--- src/design/ltg_pkg.sv ---
`timescale 1ns / 1ps

package ltg_pkg;

  // Command codes carried in the input tuser.
  typedef enum logic [1:0] {
    CMD_WRITE   = 2'd0,
    CMD_READ    = 2'd1,
    CMD_CONVERT = 2'd2,
    CMD_UNUSED  = 2'd3
  } cmd_t;

  // Configuration register indexes.
  typedef enum logic [2:0] {
    REG_GRID_WIDTH  = 3'd0,
    REG_GRID_HEIGHT = 3'd1,
    REG_LAYER_TOTAL = 3'd2,
    REG_TILE_KINDS  = 3'd3,
    REG_ORIGIN_X    = 3'd4,
    REG_ORIGIN_Y    = 3'd5,
    REG_TILE_WIDTH  = 3'd6,
    REG_TILE_HEIGHT = 3'd7
  } reg_t;

  // Geometry as seen by the sequencer, with sizes already clamped to the maxima.
  typedef struct packed {
    logic [7:0]  eff_width;
    logic [7:0]  eff_height;
    logic [2:0]  eff_layers;
    logic [15:0] tile_kinds;
    logic [31:0] origin_x;
    logic [31:0] origin_y;
    logic [15:0] tile_width;
    logic [15:0] tile_height;
  } geom_t;

  // Stream payload widths.
  localparam int S_TDATA_W = 120;
  localparam int M_TDATA_W = 88;

  // Divider geometry: two quotient bits per cycle.
  localparam int DIV_W     = 32;
  localparam int DVS_W     = 16;
  localparam int DIV_STEPS = DIV_W / 2;
  localparam int DIV_CNT_W = $clog2(DIV_STEPS);

  // Saturation limits of the converted coordinates.
  localparam logic [31:0] SAT_POS = 32'h7FFF_FFFF;
  localparam logic [31:0] SAT_NEG = 32'h8000_0000;

endpackage

--- src/design/ltg_cfg.sv ---
`timescale 1ns / 1ps

module ltg_cfg #(
  parameter int MAX_WIDTH  = 128,
  parameter int MAX_HEIGHT = 128,
  parameter int MAX_LAYERS = 4
) (
  input  logic          clk,
  input  logic          rst,
  input  logic          cfg_valid,
  input  logic [2:0]    cfg_index,
  input  logic [31:0]   cfg_data,
  output ltg_pkg::geom_t geom
);
  import ltg_pkg::*;

  logic [7:0]  grid_width;
  logic [7:0]  grid_height;
  logic [2:0]  layer_total;
  logic [15:0] tile_kinds;
  logic [31:0] origin_x;
  logic [31:0] origin_y;
  logic [15:0] tile_width;
  logic [15:0] tile_height;

  // Register file; the port is always ready.
  always_ff @(posedge clk) begin
    if (rst) begin
      grid_width  <= 8'd128;
      grid_height <= 8'd128;
      layer_total <= 3'd1;
      tile_kinds  <= 16'd0;
      origin_x    <= 32'd0;
      origin_y    <= 32'd0;
      tile_width  <= 16'd16;
      tile_height <= 16'd16;
    end else if (cfg_valid) begin
      unique case (reg_t'(cfg_index))
        REG_GRID_WIDTH:  grid_width  <= cfg_data[7:0];
        REG_GRID_HEIGHT: grid_height <= cfg_data[7:0];
        REG_LAYER_TOTAL: layer_total <= cfg_data[2:0];
        REG_TILE_KINDS:  tile_kinds  <= cfg_data[15:0];
        REG_ORIGIN_X:    origin_x    <= cfg_data;
        REG_ORIGIN_Y:    origin_y    <= cfg_data;
        REG_TILE_WIDTH:  tile_width  <= cfg_data[15:0];
        REG_TILE_HEIGHT: tile_height <= cfg_data[15:0];
        default: ;
      endcase
    end
  end

  // Sizes above the store's maxima act as the maxima.
  always_comb begin
    geom.eff_width   = (int'(grid_width) > MAX_WIDTH) ? 8'(MAX_WIDTH) : grid_width;
    geom.eff_height  = (int'(grid_height) > MAX_HEIGHT) ? 8'(MAX_HEIGHT) : grid_height;
    geom.eff_layers  = (int'(layer_total) > MAX_LAYERS) ? 3'(MAX_LAYERS) : layer_total;
    geom.tile_kinds  = tile_kinds;
    geom.origin_x    = origin_x;
    geom.origin_y    = origin_y;
    geom.tile_width  = tile_width;
    geom.tile_height = tile_height;
  end

endmodule

--- config.mk ---
export PLATFORM = sky130hd
export DESIGN_NAME = ltg_cfg
export DESIGN_NICKNAME = d
export VERILOG_FILES = /design/src/design/ltg_pkg.sv /design/src/design/ltg_cfg.sv
export SDC_FILE = /design/constraint.sdc
export NUM_CORES = 1
export LEC_CHECK = 0
export BUFFER_PORTS_ARGS = -buffer_cell sky130_fd_sc_hd__buf_2
export CAP_MARGIN = 20
export CORE_ASPECT_RATIO = 1.5
export CORE_MARGIN = 1.5
export CORE_UTILIZATION = 51
export CTS_BUF_LIST = sky130_fd_sc_hd__clkbuf_8 sky130_fd_sc_hd__clkbuf_16
export CTS_CLUSTER_SIZE = 16
export DETAILED_ROUTE_END_ITERATION = 7
export PLACE_DENSITY = 0.88
export SLEW_MARGIN = 10
export SYNTH_ARGS = -nofsm -noshare
export SYNTH_HDL_FRONTEND = slang
export SYNTH_SLANG_ARGS = --single-unit
--- constraint.sdc ---
create_clock -name clk -period 1.4 [get_ports clk]
set_clock_uncertainty 0.1 [all_clocks]
set_input_delay 0.07 -clock clk [delete_from_list [all_inputs] [get_ports clk]]
set_output_delay 0.07 -clock clk [all_outputs]
set_load 0.01 [all_outputs]
# Word level (Yosys, flattened, before mapping)
# Index checks and enable logic that the tools add are counted.
[totals]
ff_bits = 131
output_inout_bits = 131
in_bits = 38
word_cells = 30
[classes]
magnitude_cmp = 3
n_eq_ne = 7
muxes = 3
reduce_logical = 9
[op_table]
columns = ["op", "n"]
rows = [
  ["$gt A8 B8 Y1 const B", 2],
  ["$mux W8", 2],
  ["$reduce_and A2 Y1", 8],
  ["$eq A3 B3 Y1 const B", 4],
  ["$eq A3 B2 Y1 const B", 2],
  ["$eq A3 B1 Y1 const B", 1],
  ["$gt A3 B3 Y1 const B", 1],
  ["$logic_not A3 Y1", 1],
  ["$mux W3", 1],
]

# Logic depth before layout (Yosys ltp)
[logic_depth]
depth_word = 2
depth_mapped = 5
depth_no_buf = 2

# Worst setup path before layout
# No wires, ideal clock.
[synth_path]
path_kind = "in2reg"
from = "input port cfg_index[1]"
to = "register grid_width[1]"
setup_ns = 0.129
cell_stages = 4
required_ns = 1.171
path_buffers = 2
slack_ns = 0.199
arrival_time_ns = 0.972
path_cell_list = "buf_4 -> or4b_4 -> buf_6 -> mux2i_1"
[synth_via]
elab_chain_len = 2
[synth_lines]
columns = ["element", "line_no", "text"]
rows = [
  ["start: declaration", "ltg_cfg.sv:11", "input logic [2:0] cfg_index,"],
  ["$logic_not A3 Y1", "ltg_cfg.sv:38", "unique case (reg_t'(cfg_index))"],
  ["$reduce_and A2 Y1 (no source line)", "n/a", ""],
  ["end signal: assignment", "ltg_cfg.sv:39", "REG_GRID_WIDTH: grid_width <= cfg_data[7:0];"],
  ["end: declaration", "ltg_cfg.sv:17", "logic [7:0] grid_width;"],
]
# No other way between the ends.
# A chain may end at the register's enable or synchronous reset.

==> results.tsv <==
metric	value	unit
final_area	7200	sq um
netSwitchingFraction	24.2	%
clockBufferDepth	2	
max_clock_freq	751	MHz
fp.dieW	86.8	microns
synth_seq_cells	131	
power_per_cell_area	1190	nW/um^2
setup_viol	0	
top_level_ports	169	
dr.first_iter.drc_count	165	
synth_top_cell_area_share	48.8	%
clock_tree.htree_level_count	4	
ys.warnings.count	0	
cts_tree	done	
fraction_of_power_consumed_by_combinational_cells	7.6	%
critical_path_required	1230	ps
slew-limit-headroom	70.3	%
first_global_vias	4376	
vias	4185	
cpMaxStageDelayCell	sky130_fd_sc_hd__dfxtp_1	
design.final.nets	724	
route.detailed.drc	0	
setup.worst_path.end	geom[120]	
final_layout_size_suffix_gt1_share	31.6	%
synth.cell_area	5370	sq um
ant_nets	0	
grt_antenna_before_repair	0	
cell_depth_of_the_worst_setup_path	2	
placed_cell_area	6340	sq um
final.setup.tns	0	ps
static-leakage-power	3.70	nW
gr-total-overflow	0	
reg2reg_setup_slack	520	ps
placementRows	45	
ff_to_ff_end	grid_height[7]$_SDFFE_PP1P_	
routabilityCongestion	0.768	
register_share_of_total_power	44.9	%
cap_violations	0	
critPathBufInv	1	
post_detailed_route_wirelength_per_cell	16.1	microns
worst_setup_path_end_kind	output pin	
hold_violations	0	
timing.final.ws_setup	69.2	ps
critical_path.max_fanout	9	
whs	31.5	ps
cp_cell_sequence	nor2b_1 > buf_2	
timing_startpoint_of_the_critical_path	grid_height[7]$_SDFFE_PP1P_	
rr_worst_depth	2	
rsz_0062_raised_after_global_routing	no	
worst_path_dominant_cell_family	flip-flops	
postLayoutCoreUtil	70.6	%
floorplan.initialDensity	52.7	%
synth.yosys.seq_area_share	48.8	%
finish.cell_count_without_fillers	840	
worst_slew_pin_slew	445	ps
clock_latency_late_sink	410	ps
placed_cells_incl_taps	778	
coreArea	10200	sq um
intPower	6.52	mW
cts_buffers	17	
power_frac_clock	47.5	%
area_growth	33.9	%
cpPeakStageDelay	500	ps
detailedRoute.firstPassIterationCount	5	
synth.distinct_cells	16	
gate_count_after_technology_mapping	496	
final_period_minus_worst_setup_slack	1330	ps
total_power	8.60	mW
grt_start_max_net_pins	68	
timing_worst_setup_path_type	reg2out	
start_kind	flip-flop	
port-buffer-count	168	
worst_r2r_startpoint	grid_height[7]$_SDFFE_PP1P_	
antenna_cells_inserted	0	
net-switching-power	2.08	mW
gr-usage-all-layers	24.5	%
worst_ep_arrival_time	1160	ps
min_path_type	in2reg	
final_max_slew_viol_count	0	
place_hpwl	8940	microns
synth.area.top_cells	sky130_fd_sc_hd__dfxtp_1, sky130_fd_sc_hd__mux2i_1, sky130_fd_sc_hd__nand2b_1	
die-area	11200	sq um
netlist.top_cell.by_area	sky130_fd_sc_hd__dfxtp_1	
vdd.ir_drop.worst	0.908	mV
clk_pin_slew_worst_paths	50	ps
period_share	95.1	%
detail_route.vias_per_cell	4.98	
post_syn_nets	534	
run_status	finished clean	
place_worst_setup_slack	124	ps
die_h	129	microns
syn_area_per_cell	10.8	sq um
totalWireLength	13600	microns
clock_sink_count	131	
grt_first_pass_wirelength	21000	microns
root_buffer_master	sky130_fd_sc_hd__clkbuf_16	
power groups by stage:
stage | Clock (mW) | Sequential (mW) | Combinational [mW]
after global placement | 0 | 3.94 | 0.561
final | 4.09 | 3.86 | 0.653
after global routing | 4.28 | 3.87 | 0.700
after detailed placement | 0 | 3.94 | 0.578
after CTS | 4.14 | 3.86 | 0.643
after floorplan | 0 | 3.97 | 0.334
repair_timing:
action                                  CTS  global route
setup buffers                             0             2
resized for setup                         0             1
hold buffers                             29             0
endpoints found under the hold margin    83             0
endpoints found under the setup margin    0             2
kinds of logic after synthesis:
| logic type | share of synthesized area, % |
|---|---|
| flops | 48.8 |
| buf+inv | 3.93 |
| simple gates | 22.9 |
| mux | 24.4 |
cell usage after synthesis (all sizes together):
cell type / count
nand2b: 158
dfxtp: 131
mux2i: 131
buf: 21
clkbuf: 21
nor2b: 16
nor2: 8
nand4b: 3
nand4bb: 3
and4b: 1
and4bb: 1
nand4: 1
or4b: 1
per-layer routing:
layer | GRT usage [%] | wire length, microns | part of all wire (%) | vias to the layer above
met2 | 43.9 | 7100 | 52 | 157
met4 | 9.68 | 195 | 1.4 | 0
met1 | 26.8 | 5480 | 40 | 1991
li1 | - | - | - | 2019
met3 | 7.18 | 780 | 5.8 | 18
met5 | 0 | 0 | 0 | -
flip-flops by register name (all words and copies together), names as in the netlist:
name	cells
grid_height	8
grid_width	8
layer_total	3
origin_x	32
origin_y	32
tile_height	16
tile_kinds	16
tile_width	16
worst min-delay path by stage:
stage                      from                           to  depth (start not counted)
global route        cfg_data[3]  tile_height[3]$_SDFFE_PP0P_                          3
CTS                 cfg_data[3]     origin_x[3]$_SDFFE_PP0P_                          3
finish              cfg_data[3]  tile_height[3]$_SDFFE_PP0P_                          3
detailed placement  cfg_data[0]  layer_total[0]$_SDFFE_PP1P_                          3
global placement    cfg_data[0]  layer_total[0]$_SDFFE_PP1P_                          3
floorplan           cfg_data[0]  layer_total[0]$_SDFFE_PP1P_                          2
area by class of cell:
cell class              instances  area, sq um
clock inverters                13          100
repair buffers                213         1310
multi-input cells             323         2540
clock buffers                  19          453
flip-flops and latches        131         2620
fillers                       741         2990
well taps                     141          176
placed cells by master, fill, tap and decap left out, types with 5 or more instances in the layout:
cell type	n
sky130_fd_sc_hd__buf_2	167
sky130_fd_sc_hd__nand2b_1	158
sky130_fd_sc_hd__mux2i_1	131
sky130_fd_sc_hd__dfxtp_1	131
sky130_fd_sc_hd__dlygate4sd3_1	28
sky130_fd_sc_hd__clkbuf_16	17
sky130_fd_sc_hd__nor2b_1	16
sky130_fd_sc_hd__buf_4	13
sky130_fd_sc_hd__nor2_1	8
sky130_fd_sc_hd__clkinvlp_4	5
worst min-delay path: stages:
cell and delay, ps:
sky130_fd_sc_hd__buf_2 80, sky130_fd_sc_hd__nand2b_1 180, sky130_fd_sc_hd__mux2i_1 170
(Power assumes the default switching activity.)
