--- config.mk ---
export PLATFORM = sky130hd
export DESIGN_NAME = ltg_div
export DESIGN_NICKNAME = d
export VERILOG_FILES = /design/src/design/ltg_pkg.sv /design/src/design/ltg_div.sv
export SDC_FILE = /design/constraint.sdc
export NUM_CORES = 1
export LEC_CHECK = 0
export ABC_CLOCK_PERIOD_IN_PS = 6300
export BUFFER_PORTS_ARGS = -buffer_cell sky130_fd_sc_hd__buf_4
export CAP_MARGIN = 5
export CORE_MARGIN = 2
export CORE_UTILIZATION = 35
export DETAILED_ROUTE_END_ITERATION = 7
export PLACE_DENSITY_LB_ADDON = 0.3
export SLEW_MARGIN = 0
export SYNTH_ARGS = -nofsm -noshare
export SYNTH_HDL_FRONTEND = slang
export SYNTH_SLANG_ARGS = --single-unit
export TNS_END_PERCENT = 10
--- constraint.sdc ---
create_clock -name clk -period 6.3 [get_ports clk]
set_clock_uncertainty 0.1 [all_clocks]
set_input_delay 1.575 -clock clk [delete_from_list [all_inputs] [get_ports clk]]
set_output_delay 1.575 -clock clk [all_outputs]
set_load 0.02 [all_outputs]
--- src/design/ltg_pkg.sv ---
`timescale 1ns / 1ps

package ltg_pkg;

  // Command codes carried in the input tuser.
  typedef enum logic [1:0] {
    CMD_WRITE   = 2'd0,
    CMD_READ    = 2'd1,
    CMD_CONVERT = 2'd2,
    CMD_UNUSED  = 2'd3
  } cmd_t;

  // Configuration register indexes.
  typedef enum logic [2:0] {
    REG_GRID_WIDTH  = 3'd0,
    REG_GRID_HEIGHT = 3'd1,
    REG_LAYER_TOTAL = 3'd2,
    REG_TILE_KINDS  = 3'd3,
    REG_ORIGIN_X    = 3'd4,
    REG_ORIGIN_Y    = 3'd5,
    REG_TILE_WIDTH  = 3'd6,
    REG_TILE_HEIGHT = 3'd7
  } reg_t;

  // Geometry as seen by the sequencer, with sizes already clamped to the maxima.
  typedef struct packed {
    logic [7:0]  eff_width;
    logic [7:0]  eff_height;
    logic [2:0]  eff_layers;
    logic [15:0] tile_kinds;
    logic [31:0] origin_x;
    logic [31:0] origin_y;
    logic [15:0] tile_width;
    logic [15:0] tile_height;
  } geom_t;

  // Stream payload widths.
  localparam int S_TDATA_W = 120;
  localparam int M_TDATA_W = 88;

  // Divider geometry: two quotient bits per cycle.
  localparam int DIV_W     = 32;
  localparam int DVS_W     = 16;
  localparam int DIV_STEPS = DIV_W / 2;
  localparam int DIV_CNT_W = $clog2(DIV_STEPS);

  // Saturation limits of the converted coordinates.
  localparam logic [31:0] SAT_POS = 32'h7FFF_FFFF;
  localparam logic [31:0] SAT_NEG = 32'h8000_0000;

endpackage

--- src/design/ltg_div.sv ---
`timescale 1ns / 1ps

module ltg_div (
  input  logic                      clk,
  input  logic                      rst,
  input  logic                      start,
  input  logic [ltg_pkg::DIV_W-1:0] dividend,
  input  logic [ltg_pkg::DVS_W-1:0] divisor,
  output logic                      done,
  output logic [ltg_pkg::DIV_W-1:0] quotient
);
  import ltg_pkg::*;

  logic [DIV_W-1:0]     dq;
  logic [DVS_W-1:0]     rem;
  logic [DVS_W-1:0]     dvs;
  logic [DIV_CNT_W-1:0] cnt;
  logic                 busy;
  logic [DIV_W-1:0]     dq_next;
  logic [DVS_W-1:0]     rem_next;

  // Two restoring steps per cycle. The dividend shifts out at the top while
  // quotient bits enter at the bottom of the same register.
  always_comb begin
    logic [DVS_W:0]   t;
    logic [DVS_W-1:0] r;
    logic [DIV_W-1:0] q;
    r = rem;
    q = dq;
    for (int k = 0; k < 2; k++) begin
      t = {r, q[DIV_W-1]};
      q = {q[DIV_W-2:0], 1'b0};
      if (t >= {1'b0, dvs}) begin
        t    = t - {1'b0, dvs};
        q[0] = 1'b1;
      end
      r = t[DVS_W-1:0];
    end
    dq_next  = q;
    rem_next = r;
  end

  // Iteration control; a zero divisor divides as one.
  always_ff @(posedge clk) begin
    if (rst) begin
      busy <= 1'b0;
      done <= 1'b0;
      cnt  <= '0;
    end else begin
      done <= 1'b0;
      if (start) begin
        busy <= 1'b1;
        cnt  <= DIV_CNT_W'(DIV_STEPS - 1);
        dq   <= dividend;
        rem  <= '0;
        dvs  <= (divisor == '0) ? DVS_W'(1) : divisor;
      end else if (busy) begin
        dq  <= dq_next;
        rem <= rem_next;
        cnt <= cnt - DIV_CNT_W'(1);
        if (cnt == '0) begin
          busy <= 1'b0;
          done <= 1'b1;
        end
      end
    end
  end

  assign quotient = dq;

  a_no_zero_dvs: assert property (@(posedge clk) disable iff (rst)
    busy |-> (dvs != '0)) else $error("divisor register is zero while iterating");

  a_rem_bound: assert property (@(posedge clk) disable iff (rst)
    busy |-> (rem < dvs)) else $error("partial remainder not below divisor");

  a_done_after_busy: assert property (@(posedge clk) disable iff (rst)
    done |-> (!busy && $past(busy))) else $error("done without a finished iteration");

endmodule

* Yosys cells after proc, flatten, opt, wreduce, memory -nomap -nowiden
Cells that the tools add are included.
Storage, ports and cells: output and inout bits 33, bits in latches 0, bits in read-only memories 0, flip-flop bits (word level) 70, input port bits 51, RAM bits 0, memories kept 0
Operators by class: shift-type cells 0, bitwise logic cells 2, muxes and demuxes 13, equal/unequal tests 0, add/sub/neg operators 3, reduce and logical (&&, ||, !) cells 6, $lt $le $gt $ge 2, divide/modulo/power cells 0, $mul 0
Operators with widths (count):
- $mux 32 | 2
- $mux 16 | 3
- $ge 17x16->1 | 2
- $sub 16x16->16 | 2
- $logic_not 16->1 | 1
- $mux 4 | 2
- $mux 1 | 6
- $logic_not 4->1 | 1
- $reduce_and 2->1 | 2
- $sub 4x1->4 const B | 1
- $reduce_or 3->1 | 1
- $not 1->1 | 2
- $reduce_bool 2->1 | 1

* Logic depth before layout (Yosys ltp)
word-level depth 6, mapped depth 21

* Least setup slack after synthesis
Ideal clock, no wire load.
path kind register to register, start reg rem[3], end reg rem[8], data pin, buffers on the path 3, required time 5934 ps, stages on the path, launching flop included 20, clock period less this slack 4820 ps, path slack 1480 ps, arrival 4454 ps, library setup time 266 ps, cells stage by stage edfxtp_1 ha_1 or3_1 or2_0 or2_1 a31o_4 a21o_4 buf_2 mux2_2 ha_1 a21oi_1 o21ai_0 or3_1 a21oi_1 o31ai_1 a211oi_2 buf_6 buf_12 mux2i_1 nor2_1
Between the ends: word-level cells in the longest chain between the ends 5, elaborated cells between the ends (all ways) 7, those cells by class add/sub: 2; order compare: 2; mux: 3
Ends and longest elaborated chain:
- from (decl) | line ltg_div.sv:15 | logic [DVS_W-1:0] rem;
- from (signal assigned) | line ltg_div.sv:59 | rem <= rem_next;
- $sub 16x16->16 or $ge 17x16->1 (tied branches) | line ltg_div.sv:34, ltg_div.sv:33
- $mux 16 (*) | line ltg_div.sv:33 | if (t >= {1'b0, dvs}) begin
- $sub 16x16->16 or $ge 17x16->1 (tied branches) | line ltg_div.sv:34, ltg_div.sv:33
- $mux 16 (*) | line ltg_div.sv:33
- $mux 16 (*) | line ltg_div.sv:57 | end else if (busy) begin
Mark *: on every way between the ends. The rest lies on a longest branch, timed or not. The select of a mux whose other input is x is not followed. A chain may end at the register's enable or synchronous reset.

* Final worst setup path
start reg rem[7], end reg rem[4], data pin
Between the ends: word-level cells in the longest chain between the ends 5, elaborated cells between the ends (all ways) 7, those cells by class add/sub: 2; order compare: 2; mux: 3
Ends and longest elaborated chain (line):
- $ge 17x16->1 or $sub 16x16->16 (tied branches) | ltg_div.sv:33, ltg_div.sv:34
- $mux 16 (*) | ltg_div.sv:33
- $sub 16x16->16 or $ge 17x16->1 (tied branches) | ltg_div.sv:34, ltg_div.sv:33
- $mux 16 (*) | ltg_div.sv:33
- $mux 16 (*) | ltg_div.sv:57
Marked as above.

==> results.cfg <==
[yosys]
synth_edf_count = 64
synth.avg_cell_area_sq_um = 10.9
yosysUniqueCellTypes = 57
seq_area_frac_synth_pct = 43.4
synth_ff_type = edfxtp_1
netlist_area_sq_um = 4710
ys_ff_latch = 70
syn_inst = 433
synth_nets = 519
yosys_warnings = 0
async_flop_share_pct = 0

[sta]
relSlewSlack_pct = 55.1
setup_tns_ns = 0
setup_viol = 0
hold_viol_final = 0
finalHoldWorstSlack_ns = 0.460
setup_ws_ns = 0.971
min_period_ns = 5.33
tightestPinTransition_ns = 0.672
max_freq_ghz = 0.188
rsz0062_at_grt = false
fin_crit_sh_pct = 84.6
finalMaxSlewViolations = 0

[placed_design]
pre_cts_slack_ns = 1.06
place_area_sq_um = 5470
hpwl_mm = 8.61
port_buffers = 83
routabilityCongestion = 0.888

[critical_path]
critPathSlowestCell = ha_1
cp_top_family = compound AO/OA/AOI/OAI gates
cp_slowest_stage_delay_ns = 0.39
critPathMaxFanout = 20
rrSetupSlack_ns = 0.97
worst_setup_path_start_kind = register
crit_buf_inv = 1
path_cells = ha_1 -> a211o_1 -> a31oi_1 -> o21ai_0 -> a31o_4 -> a21o_4 -> mux2_2 -> ha_1 -> a21oi_1 -> o21ai_0 -> or3_1 -> a21oi_1 -> o31ai_1 -> a211oi_4 -> buf_4 -> mux2i_1 -> nor2_1
worstPathArrival_ns = 5.29
cp.required_ns = 6.27
end_kind = register
worstSetupPathType = reg -> reg

[clocking]
cts_setup_buffers = 0
clk_path_buf_depth = 2
numCtsBuffers = 9
root_buffer = clkbuf_16
ctsResizeCount = 0
h-tree-depth = 3
clk_pin_slew_worst_paths_ns = 0.06
cts_hold_buf = 0
clk_latency_ns = 0.34
cts_tree = built
clock-sinks = 70

[layout]
nets = 591
final_common_cell = buf_4
final_cell_mix = buf_4, edfxtp_1, mux2_2, nor2_1, ha_1
n_antenna_cell = 0
fin_area_sq_um = 5740
drive_above_1_share_pct = 30.0
area_growth_pct = 21.9

[grt]
antenna_found_initial = 0
grt_pass1_vias = 3729
grt_pass1_wl_mm = 18.2
groute.usage.overall_pct = 16.0
grt_start_max_net_pins = 56
overflow = 0

[detailed_routing]
drcViolationCount = 0
drt_iter0_drc = 222
drt-total-wl_mm = 11.3
dr.pass1.iters = 4
ant_nets = 0
wire_per_inst_um = 16.4
num_vias = 3563
via_per_inst = 5.19

[flow_run]
drv_cap = 0

[run_status]
status = finished, final reports clean

[floorplan]
die_w_um = 120
die-height_um = 120
die-area_sq_um = 14400
start_util_pct = 35.7
core_area_sq_um = 13200
io_pins = 84
num_rows = 42

[power]
p_leak_nw = 2.39
ir_drop_mv = 0.265
p_per_area_nw_per_um2 = 563
power_mw = 3.23

[worst_hold_path]
hp-class = reg -> reg
-- metrics by stage --
| step | utilization [%] | cells |
|---|---|---|
| finish | 43.5 | 686 |
| global route | 43.5 | 686 |
| CTS | 43.5 | 686 |
| detailed placement | 41.5 | 670 |
| global placement | 41.5 | 670 |
| floorplan | - | 433 |
-- layer usage --
layer	vias to the layer above	part of all wire, %	GRT usage, %
li1	1740	-	-
met1	1675	43	19.7
met2	129	48	26.6
met3	19	7.0	4.47
met4	0	2.2	6.18
met5	-	0	0
-- power breakdown --
group | leakage (nW) | internal [mW] | switching (mW) | total (mW)
registers | 0.660 | 0.638 | 0.0455 | 0.684
logic | 1.59 | 0.937 | 1.15 | 2.09
clock network | 0.132 | 0.275 | 0.188 | 0.463
total | 2.39 | 1.85 | 1.38 | 3.23
-- flip-flops by register name, summed over array words and instances, names as in the netlist --
signal    flops
quotient     32
dvs          16
rem          16
cnt           4
busy          1
done          1
-- worst reg2reg max path: stages, from the launching register on --
cell and delay [ns]:
edfxtp_1 0.38, ha_1 0.39, a211o_1 0.32, a31oi_1 0.24, o21ai_0 0.21, a31o_4 0.29
a21o_4 0.30, mux2_2 0.32, ha_1 0.36, a21oi_1 0.23, o21ai_0 0.26, or3_1 0.38
a21oi_1 0.21, o31ai_1 0.17, a211oi_4 0.22, buf_4 0.34, mux2i_1 0.29, nor2_1 0.06
-- path summary, 6_finish.rpt --
check,from,end,cells past startpoint
worst max-delay path,rem[7]$_SDFFCE_PP0P_,rem[4]$_SDFFCE_PP0P_,17
worst min-delay path,cnt[3]$_SDFFE_PP0N_,done$_SDFF_PP0_,2
worst max register to register,rem[7]$_SDFFCE_PP0P_,rem[4]$_SDFFCE_PP0P_,17
worst min register to register,cnt[3]$_SDFFE_PP0N_,done$_SDFF_PP0_,2
-- cells in the mapped netlist (2+ instances only) --
library cell   n  area share [%]
a31o_2         4            0.74
a21o_1         7             1.1
nand4_1        4            0.53
xor2_1        13             2.4
mux2_2        43              10
nor2b_1        6            0.80
a31oi_1        4            0.53
ha_1          33             8.8
nand2b_1       2            0.27
edfxtp_1      64              41
a21boi_0       3            0.48
and3_1         3            0.40
o21ai_0        9            0.96
buf_1          4            0.32
o211ai_1       2            0.32
xnor2_1       12             2.2
nand3_1        6            0.64
nor4_1         4            0.53
a211oi_1       5            0.80
o21bai_1       4            0.64
o221ai_1       2            0.37
fa_1           2            0.85
or2_2          2            0.27
nor3_1         9            0.96
dfxtp_1        6             2.6
clkbuf_1      18             1.4
nand3b_1       2            0.32
or3_1          6            0.80
o21a_1         7             1.1
mux2i_1       15             3.2
nand2_1       16             1.3
a21oi_1       28             3.0
a211o_1        3            0.56
nor2_1        36             2.9
inv_1         27             2.2
-- final cells by class --
class,instances,area (sq um)
well taps,176,220
flip-flops and latches,70,2040
multi-input cells,311,2460
inverters,27,101
repair buffers,86,646
fillers,1236,7450
clock buffers,12,246
clock inverters,4,22.5
-- cells by family (layout without fill, tap and decap cells) --
kind of cell / count (synthesis) / after routing / synth area share (%)
AO/OA/AOI/OAI: 91 / 91 / 13.6
XOR/XNOR: 25 / 25 / 4.65
adder cells (fa/ha/maj): 35 / 35 / 9.63
buffers and inverters: 52 / 129 / 4.68
flip-flops: 70 / 70 / 43.4
multiplexers: 58 / 58 / 13.5
AND/OR/NAND/NOR: 102 / 102 / 10.6
No activity file was read; power rests on OpenSTA's default activity.
